$ cat src/hw/rtl/efms_pkg.sv
// shared constants and helpers for the earliest-free-machine scheduler
`default_nettype none

package efms_pkg;

	// default machine capacity of the finish-time heap
	localparam int unsigned MAX_MACHINES_DEF = 64;

	// field widths
	localparam int unsigned MC_W   = 7;
	localparam int unsigned IN_W   = 31;
	localparam int unsigned TIME_W = 32;

	// begin + duration, saturating at the top of the time range
	function automatic logic [TIME_W-1:0] sat_add(
		input logic [TIME_W-1:0] a,
		input logic [IN_W-1:0]   b
	);
		logic [TIME_W:0] sum;
		sum = {1'b0, a} + {2'b00, b};
		sat_add = sum[TIME_W] ? {TIME_W{1'b1}} : sum[TIME_W-1:0];
	endfunction

endpackage

`default_nettype wire

$ cat src/hw/rtl/efms_ram.sv
// generic single-write, single-read ram with registered read data
`default_nettype none

module efms_ram #(
	parameter int unsigned WIDTH = 32,
	parameter int unsigned DEPTH = 64
) (
	input  wire logic                     clk,
	input  wire logic                     wr_en,
	input  wire logic [$clog2(DEPTH)-1:0] wr_addr,
	input  wire logic [WIDTH-1:0]         wr_data,
	input  wire logic [$clog2(DEPTH)-1:0] rd_addr,
	output      logic [WIDTH-1:0]         rd_data
);

	logic [WIDTH-1:0] mem [DEPTH];

	// write port and registered read port
	always_ff @(posedge clk) begin
		if (wr_en) begin
			mem[wr_addr] <= wr_data;
		end
		rd_data <= mem[rd_addr];
	end

endmodule

`default_nettype wire

$ cat src/hw/rtl/earliest_free_machine_scheduler_top.sv
// top level of the earliest-free-machine list scheduler
`default_nettype none

// Each task accepted on start (while busy is low) is given to the machine that
// frees earliest. Busy finish times live in a binary min-heap in one ram with a
// single read and a single write port; a small sequencer walks it one level at
// a time. A task that fills a free machine returns its result from S_ADD and
// then sifts up through S_UP and S_UP_CMP at each heap level; a task that
// reuses a machine reads the root in S_ROOT, returns its result from S_ADD and
// then sifts down through S_DN, S_DN_L and S_DN_R at each level (left child,
// right child, move). busy stays high until the sift ends, so a new task is
// taken only once the last one is through. The result strobe result_valid is
// high for exactly one cycle and cannot be held off, so the receiver must take
// every beat as it comes.
// machine_count may be written at any time; it is sampled when a task starts.
module earliest_free_machine_scheduler_top #(
	parameter int unsigned MAX_MACHINES = efms_pkg::MAX_MACHINES_DEF
) (
	input  wire logic                        clk,
	input  wire logic                        arst_n,
	// configuration channel
	input  wire logic                        cfg_valid,
	output      logic                        cfg_ready,
	input  wire logic [efms_pkg::MC_W-1:0]   machine_count,
	// task command
	input  wire logic                        start,
	output      logic                        busy,
	input  wire logic                        new_batch,
	input  wire logic [efms_pkg::IN_W-1:0]   task_ready,
	input  wire logic [efms_pkg::IN_W-1:0]   task_duration,
	// result beat
	output      logic                        result_valid,
	output      logic [efms_pkg::TIME_W-1:0] task_begin,
	output      logic [efms_pkg::TIME_W-1:0] task_finish,
	output      logic [efms_pkg::TIME_W-1:0] makespan
);

	localparam int unsigned IDX_W = $clog2(MAX_MACHINES);
	localparam int unsigned CNT_W = $clog2(MAX_MACHINES + 1);
	localparam int unsigned CW    = IDX_W + 2;
	localparam int unsigned LIM_W = (CNT_W > efms_pkg::MC_W) ? CNT_W : efms_pkg::MC_W;
	localparam int unsigned TW    = efms_pkg::TIME_W;

	typedef enum logic [2:0] {
		S_IDLE,
		S_ROOT,
		S_ADD,
		S_UP,
		S_UP_CMP,
		S_DN,
		S_DN_L,
		S_DN_R
	} state_t;

	state_t state_q;

	logic [efms_pkg::MC_W-1:0]  mc_q;
	logic [CNT_W-1:0]           size_q;
	logic [IDX_W-1:0]           pos_q;
	logic [TW-1:0]              val_q;
	logic [TW-1:0]              best_val_q;
	logic [IDX_W-1:0]           best_idx_q;
	logic                       best_child_q;
	logic                       push_q;
	logic [efms_pkg::IN_W-1:0]  ready_q;
	logic [efms_pkg::IN_W-1:0]  dur_q;
	logic [TW-1:0]              begin_q;
	logic [TW-1:0]              finish_q;
	logic [TW-1:0]              mk_q;
	logic                       valid_q;

	logic                       ram_we;
	logic [IDX_W-1:0]           ram_waddr;
	logic [TW-1:0]              ram_wdata;
	logic [IDX_W-1:0]           ram_raddr;
	logic [TW-1:0]              ram_rdata;

	logic [LIM_W-1:0]           mc_ext;
	logic [LIM_W-1:0]           limit;
	logic [CNT_W-1:0]           eff_size;
	logic                       do_push;
	logic [CW-1:0]              left_c;
	logic [CW-1:0]              right_c;
	logic [CW-1:0]              size_c;
	logic [IDX_W-1:0]           parent;
	logic                       has_left;
	logic                       has_right;
	logic                       l_lt_v;
	logic                       r_lt_best;
	logic [TW-1:0]              ready_ext;
	logic [TW-1:0]              fin;

	// effective machine count: zero means one, capped at capacity
	always_comb begin
		mc_ext = LIM_W'(mc_q);
		if (mc_q == '0) begin
			limit = LIM_W'(1);
		end else if (mc_ext > LIM_W'(MAX_MACHINES)) begin
			limit = LIM_W'(MAX_MACHINES);
		end else begin
			limit = mc_ext;
		end
	end

	assign eff_size = new_batch ? '0 : size_q;
	assign do_push  = LIM_W'(eff_size) < limit;

	// heap index arithmetic
	assign left_c    = CW'({pos_q, 1'b1});
	assign right_c   = left_c + CW'(1);
	assign size_c    = CW'(size_q);
	assign parent    = (pos_q - IDX_W'(1)) >> 1;
	assign has_left  = left_c < size_c;
	assign has_right = right_c < size_c;
	assign l_lt_v    = ram_rdata < val_q;
	assign r_lt_best = ram_rdata < best_val_q;

	// start time is the later of the earliest free finish and the ready time
	assign ready_ext = TW'(ready_q);
	assign fin       = efms_pkg::sat_add(begin_q, dur_q);

	// ram port control
	always_comb begin
		ram_we    = 1'b0;
		ram_waddr = pos_q;
		ram_wdata = val_q;
		ram_raddr = '0;
		case (state_q)
			S_UP: begin
				if (pos_q == '0) begin
					ram_we = 1'b1;
				end else begin
					ram_raddr = parent;
				end
			end
			S_UP_CMP: begin
				ram_we = 1'b1;
				if (val_q < ram_rdata) begin
					ram_wdata = ram_rdata;
				end
			end
			S_DN: begin
				if (!has_left) begin
					ram_we = 1'b1;
				end else begin
					ram_raddr = left_c[IDX_W-1:0];
				end
			end
			S_DN_L: begin
				if (!has_right) begin
					ram_we = 1'b1;
					if (l_lt_v) begin
						ram_wdata = ram_rdata;
					end
				end else begin
					ram_raddr = right_c[IDX_W-1:0];
				end
			end
			S_DN_R: begin
				ram_we    = 1'b1;
				ram_wdata = r_lt_best ? ram_rdata : best_val_q;
			end
			default: begin
				ram_raddr = '0;
			end
		endcase
	end

	// finish-time heap storage
	efms_ram #(
		.WIDTH (TW),
		.DEPTH (MAX_MACHINES)
	) u_heap (
		.clk     (clk),
		.wr_en   (ram_we),
		.wr_addr (ram_waddr),
		.wr_data (ram_wdata),
		.rd_addr (ram_raddr),
		.rd_data (ram_rdata)
	);

	// sequencer, heap bookkeeping and result registers
	always_ff @(posedge clk or negedge arst_n) begin
		if (!arst_n) begin
			state_q      <= S_IDLE;
			mc_q         <= efms_pkg::MC_W'(1);
			size_q       <= '0;
			mk_q         <= '0;
			valid_q      <= 1'b0;
			pos_q        <= '0;
			val_q        <= '0;
			best_val_q   <= '0;
			best_idx_q   <= '0;
			best_child_q <= 1'b0;
			push_q       <= 1'b0;
			ready_q      <= '0;
			dur_q        <= '0;
			begin_q      <= '0;
			finish_q     <= '0;
		end else begin
			valid_q <= 1'b0;
			if (cfg_valid) begin
				mc_q <= machine_count;
			end
			case (state_q)
				S_IDLE: begin
					if (start) begin
						ready_q <= task_ready;
						dur_q   <= task_duration;
						size_q  <= eff_size;
						push_q  <= do_push;
						begin_q <= TW'(task_ready);
						if (new_batch) begin
							mk_q <= '0;
						end
						state_q <= do_push ? S_ADD : S_ROOT;
					end
				end
				S_ROOT: begin
					if (ram_rdata > ready_ext) begin
						begin_q <= ram_rdata;
					end
					state_q <= S_ADD;
				end
				S_ADD: begin
					finish_q <= fin;
					valid_q  <= 1'b1;
					val_q    <= fin;
					if (fin > mk_q) begin
						mk_q <= fin;
					end
					if (push_q) begin
						pos_q   <= size_q[IDX_W-1:0];
						size_q  <= size_q + CNT_W'(1);
						state_q <= S_UP;
					end else begin
						pos_q   <= '0;
						state_q <= S_DN;
					end
				end
				S_UP: begin
					state_q <= (pos_q == '0) ? S_IDLE : S_UP_CMP;
				end
				S_UP_CMP: begin
					if (val_q < ram_rdata) begin
						pos_q   <= parent;
						state_q <= S_UP;
					end else begin
						state_q <= S_IDLE;
					end
				end
				S_DN: begin
					state_q <= has_left ? S_DN_L : S_IDLE;
				end
				S_DN_L: begin
					if (!has_right) begin
						if (l_lt_v) begin
							pos_q   <= left_c[IDX_W-1:0];
							state_q <= S_DN;
						end else begin
							state_q <= S_IDLE;
						end
					end else begin
						best_val_q   <= l_lt_v ? ram_rdata : val_q;
						best_idx_q   <= left_c[IDX_W-1:0];
						best_child_q <= l_lt_v;
						state_q      <= S_DN_R;
					end
				end
				S_DN_R: begin
					if (r_lt_best) begin
						pos_q   <= right_c[IDX_W-1:0];
						state_q <= S_DN;
					end else if (best_child_q) begin
						pos_q   <= best_idx_q;
						state_q <= S_DN;
					end else begin
						state_q <= S_IDLE;
					end
				end
				default: begin
					state_q <= S_IDLE;
				end
			endcase
		end
	end

	// port drive
	assign cfg_ready    = 1'b1;
	assign busy         = state_q != S_IDLE;
	assign result_valid = valid_q;
	assign task_begin   = begin_q;
	assign task_finish  = finish_q;
	assign makespan     = mk_q;

endmodule

`default_nettype wire

$ cat config.mk
export PLATFORM = sky130hd
export DESIGN_NAME = earliest_free_machine_scheduler_top
export DESIGN_NICKNAME = d
export VERILOG_FILES = /design/src/hw/rtl/efms_pkg.sv /design/src/hw/rtl/efms_ram.sv /design/src/hw/rtl/earliest_free_machine_scheduler_top.sv
export SDC_FILE = /design/constraint.sdc
export NUM_CORES = 2
export LEC_CHECK = 0
export BUFFER_PORTS_ARGS = -buffer_cell sky130_fd_sc_hd__buf_2
export CORE_ASPECT_RATIO = 0.9
export CORE_MARGIN = 8
export CORE_UTILIZATION = 25
export DETAILED_ROUTE_END_ITERATION = 10
export GPL_TIMING_DRIVEN = 1
export PLACE_DENSITY = 0.36
export SLEW_MARGIN = 10
export SYNTH_ARGS = -nofsm -noshare
export SYNTH_HDL_FRONTEND = slang
export SYNTH_SLANG_ARGS = --single-unit
$ cat constraint.sdc
create_clock -name clk -period 8.66 [get_ports clk]
set_input_delay 1.732 -clock clk [delete_from_list [all_inputs] [get_ports clk]]
set_output_delay 1.732 -clock clk [all_outputs]
set_load 0.03 [all_outputs]
==> metrics list <==
- Commonest cells in the netlist: sky130_fd_sc_hd__edfxtp_1 (2,048), sky130_fd_sc_hd__nand2_1 (1,297), sky130_fd_sc_hd__a211oi_1 (334), sky130_fd_sc_hd__nand3_1 (309), sky130_fd_sc_hd__a21oi_1 (300)
- Met3 routed wirelength: 16,980 um
* Required time at the worst-slack endpoint: between 9 and 10 ns
* Die Width: 671.7 um
* Crit Path Max Fanout: 110
- Of the total power, the clock network draws about a quarter.
- Once detail routing completed, the nets flagged for antenna violations numbered 0.
- In this run the number of H-tree levels came out at 5.
* Pwr per Cell Area: 410.9 mW/mm^2
- M1 WL: 168,200 um
- For this run, the slowest stage of the critical path takes roughly 0.75 ns.
* Count of buffers from port buffering: 171
- The completed layout was analyzed and its total power is approximately 0.046 W.
- Type of the tightest min-delay check: reg -> reg
* Cell Chain, Critical Path: nand3_1 > buf_4 > nor2_1 > xor2_1 > ha_1 > nand2_1 > a21o_1 > nand4_1 > buf_4 > nand2_8 > buf_12 > a211oi_1 > a311oi_1 > o21ai_0 > nand4_1 > or4b_1
- The sequential cells in the finished layout cover a total of 0.06770 mm^2.
* Placed instance area: 0.1044 mm^2
* Highest routing layer actually used: met5
- Max clock buf depth: 4
- From synthesis to final layout, the design area changed by 16.83%.
* Most instantiated flip-flop cell in the synthesis netlist: sky130_fd_sc_hd__edfxtp_1
- After routing, the total negative slack on setup checks comes to 0 ns.
- Pins over their slew limit: 0
- Final WL: 357,200 um
- In this run, the number of DRC markers left after iteration 0 of detailed routing was 5,350.
- Measured against its own limit, the worst slew margin works out to 19.34%.
- Startpoint type of the worst setup path: register
* Number of distinct library cells after synthesis: 89
* Height of the die: 606.2 um
- Endpoint kind of the worst setup timing path: register
* Hold violation total from the final report: 0
- Detailed placement ended at an HPWL of 207,100 um.
- The worst-case IR drop observed on VDD is 0.3140 mV.
- Max-cap check violation count: 0
- Unrepaired setup endpoints after global routing: false
- Slowest cell on the critical path: sky130_fd_sc_hd__dfrtp_1
* Average instance area after synthesis: 13.24 um^2
* Highest clock rate: 0.1551 GHz
- Multi-input combinational cell area: 0.02687 mm^2
- Crit path DAT: roughly 7.2 ns
- The number of nets handed over by synthesis was 7,561.
- The first global-routing pass estimated 501,100 um of wire.
* Area share of the leading cell type in the synthesized netlist: 63.57%
- The net count of the finished layout is between 7k and 8k.
- TritonCTS built the clock tree.
- Top cell family by delay on the critical path: simple AND/OR/NAND/NOR gates
- Area of the placeable core: 0.3848 mm^2
- Number of vias per cell: 4.858
- After synthesis, the share of flip-flops with an asynchronous set or reset is 9.644%.
* Cell Rows: 216
- Worst-Skew Late Latency: around 0.90 ns
* Crit path time final: 6.446 ns
* Register share of total power: 35.5%
- The share of the Yosys chip area taken by registers is 69.97%.
- Combinational cells account for between 40% and 50% of the total power.
- Area of the die: 0.4072 mm^2
- Crit path buf inv count: 3
- Number of global-route vias before repair: 61.35k
- Internal power summed over all cells: between 0.02 and 0.03 W
- Once the clock tree was built, the resizer swapped 0 gates to a different size.
- Cell count after synthesis: 7,307
- For the pin with the worst max-slew slack, the measured transition is roughly 1.2 ns.
- The synthesized design contains 2,302 register bits.
* Synth warn: 0
* Top-level port count: approximately 170
* Number of enable flip-flop cells after synthesis: 2,048
- Initial antenna violation count: 36
* Met2 wire len: 165,500 um
- Net switching is between 40% and 50% of the power.
- The mapped netlist covers between 0.09 and 0.1 mm^2.
- Period utilization: 74.43%
* Sw power: 0.01930 W
- Largest area contributor in the synthesized netlist: sky130_fd_sc_hd__edfxtp_1
* Clock Skew: 0.06283 ns
- Clock tree synthesis found a total of 2,302 sinks.
* Fraction of layout cells with a size suffix above 1: 13.20%
* Number of post-CTS setup repair buffers: 0
- By startpoint and endpoint, the worst setup path is classified as reg -> reg.
- In the routed design, unresolved DRC markers number 0.
- CTS root buf: sky130_fd_sc_hd__clkbuf_16
- At the end of routability-driven placement, the weighted congestion stood at between 0.7 and 0.8.
* CTS Buf Count: 274
- CTS clk-pin slew, worst paths: 0.06 ns
- Largest net degree at the start of global routing: 131
* Ranking of synthesized cells by area: sky130_fd_sc_hd__edfxtp_1 (64%), sky130_fd_sc_hd__dfrtp_1 (5.7%), sky130_fd_sc_hd__nand2_1 (5.0%), sky130_fd_sc_hd__a211oi_1 (2.6%), sky130_fd_sc_hd__mux2i_1 (2.3%)
* Count leader, synth: sky130_fd_sc_hd__edfxtp_1
* Result of the run: finished, final reports clean
- After routing the design area is ~0.11 mm^2.
- The analysis attributes to cell leakage a power of 38.50 nW.
- Number of search-and-repair iterations in the first detailed-routing pass: 6
- Hold-fix buffers at CTS: 0
- Detailed routing inserted a total of around 62k vias.
- Overall overflow remaining after global route: 0
- Counting the fill cells in the layout gives ~39k.
- Setup violators final: 0
- Initial Util: about a quarter
- GRT Total Usage: 16.96%
- Routed length per placed instance: 27.85 um
routing by layer:
layer,vias up,global-route usage (%)
li1,27938,-
met1,32414,24.25
met2,1592,27.64
met3,361,2.094
met4,6,3.423
met5,-,0
through the flow:
step / util, % / cells / hold WS [ns] / setup slack (ns)
finish: 29.37 / 12826 / 0.4829 / 2.214
global route: 29.36 / 12814 / 0.5089 / 1.867
CTS: 29.36 / 12812 / 0.4842 / 2.151
detailed placement: 27.13 / 12321 / 0.4746 / 2.127
global placement: 27.13 / 12321 / 0.4613 / 2.062
floorplan: - / 7307 / 0.4399 / 3.291
final cells by class:
| type | count | area share (%) |
|---|---|---|
| repair buffers | 373 | 2.373 |
| clock inverters | 132 | 1.035 |
| diodes | 14 | 0.03099 |
| clock buffers | 359 | 6.551 |
| multi-input cells | 4319 | 23.77 |
| inverters | 204 | 0.6774 |
| well taps | 5123 | 5.671 |
| flip-flops and latches | 2302 | 59.89 |
kinds of logic after synthesis:
group / share of synthesized area, %
buffers and inverters: 2.947
xor gates and xnor gates: 0.2431
adders and majority gates: 2.336
other: 0.003876
DFF: 69.97
muxes: 3.747
AOI/OAI and AO/OA: 9.985
and+or+nand+nor: 10.77
cells in the final DEF (no fill, tap or decap), types with 121 or more instances in the layout:
master                      count
sky130_fd_sc_hd__ha_1         179
sky130_fd_sc_hd__dfrtp_1      221
sky130_fd_sc_hd__nand2_1     1297
sky130_fd_sc_hd__edfxtp_1    2048
sky130_fd_sc_hd__a211oi_1     334
sky130_fd_sc_hd__nand3_1      309
sky130_fd_sc_hd__and3_1       198
sky130_fd_sc_hd__mux2i_1      226
sky130_fd_sc_hd__buf_4        178
sky130_fd_sc_hd__inv_1        171
sky130_fd_sc_hd__clkbuf_16    281
sky130_fd_sc_hd__buf_2        170
sky130_fd_sc_hd__mux2_2       121
sky130_fd_sc_hd__o21ai_0      292
sky130_fd_sc_hd__a311oi_1     192
sky130_fd_sc_hd__a21oi_1      299
worst reg2reg max path, cell delays in order (launching register included):
cell and delay (ns):
sky130_fd_sc_hd__dfrtp_1 0.75, sky130_fd_sc_hd__nand3_1 0.22, sky130_fd_sc_hd__buf_4 0.29, sky130_fd_sc_hd__nor2_1 0.17, sky130_fd_sc_hd__xor2_1 0.08, sky130_fd_sc_hd__ha_1 0.35
sky130_fd_sc_hd__nand2_1 0.09, sky130_fd_sc_hd__a21o_1 0.18, sky130_fd_sc_hd__nand4_1 0.16, sky130_fd_sc_hd__buf_4 0.36, sky130_fd_sc_hd__nand2_8 0.55, sky130_fd_sc_hd__buf_12 0.53
sky130_fd_sc_hd__a211oi_1 0.50, sky130_fd_sc_hd__a311oi_1 0.10, sky130_fd_sc_hd__o21ai_0 0.65, sky130_fd_sc_hd__nand4_1 0.69, sky130_fd_sc_hd__or4b_1 0.68
flip-flops by register name (all words and copies together), names as in the netlist:
name / cells
pos_q: 6
size_q: 7
u_heap.rd_data: 32
task_begin: 32
makespan: 32
best_child_q: 1
task_finish: 32
mc_ext: 7
dur_q: 31
state_q: 3
result_valid: 1
best_val_q: 32
ready_q: 31
push_q: 1
best_idx_q: 6
u_heap.mem: 2048
worst paths after layout:
kind | from | endpoint | slack [ns] | cells past startpoint
min | size_q[6]$_DFFE_PN0P_ | size_q[6]$_DFFE_PN0P_ | 0.48 | 1
max in group asynchronous | arst_n | pos_q[1]$_DFFE_PN0P_ | 6.03 | 3
min reg2reg | size_q[6]$_DFFE_PN0P_ | size_q[6]$_DFFE_PN0P_ | 0.48 | 1
max reg2reg | pos_q[2]$_DFFE_PN0P_ | u_heap.rd_data[8]$_DFF_P_ | 2.21 | 16
min in group asynchronous | arst_n | dur_q[25]$_DFFE_PN0P_ | 0.88 | 1
max | pos_q[2]$_DFFE_PN0P_ | u_heap.rd_data[8]$_DFF_P_ | 2.21 | 16
power groups by stage:
stage,clock (W),combinational [W],sequential (W)
finish,0.0112,0.0187,0.0165
global route,0.0120,0.0204,0.0166
CTS,0.0116,0.0190,0.0165
detailed placement,0,0.0190,0.0168
global placement,0,0.0189,0.0167
floorplan,0,0.0106,0.0167
Power figures use the tool's default switching activity.
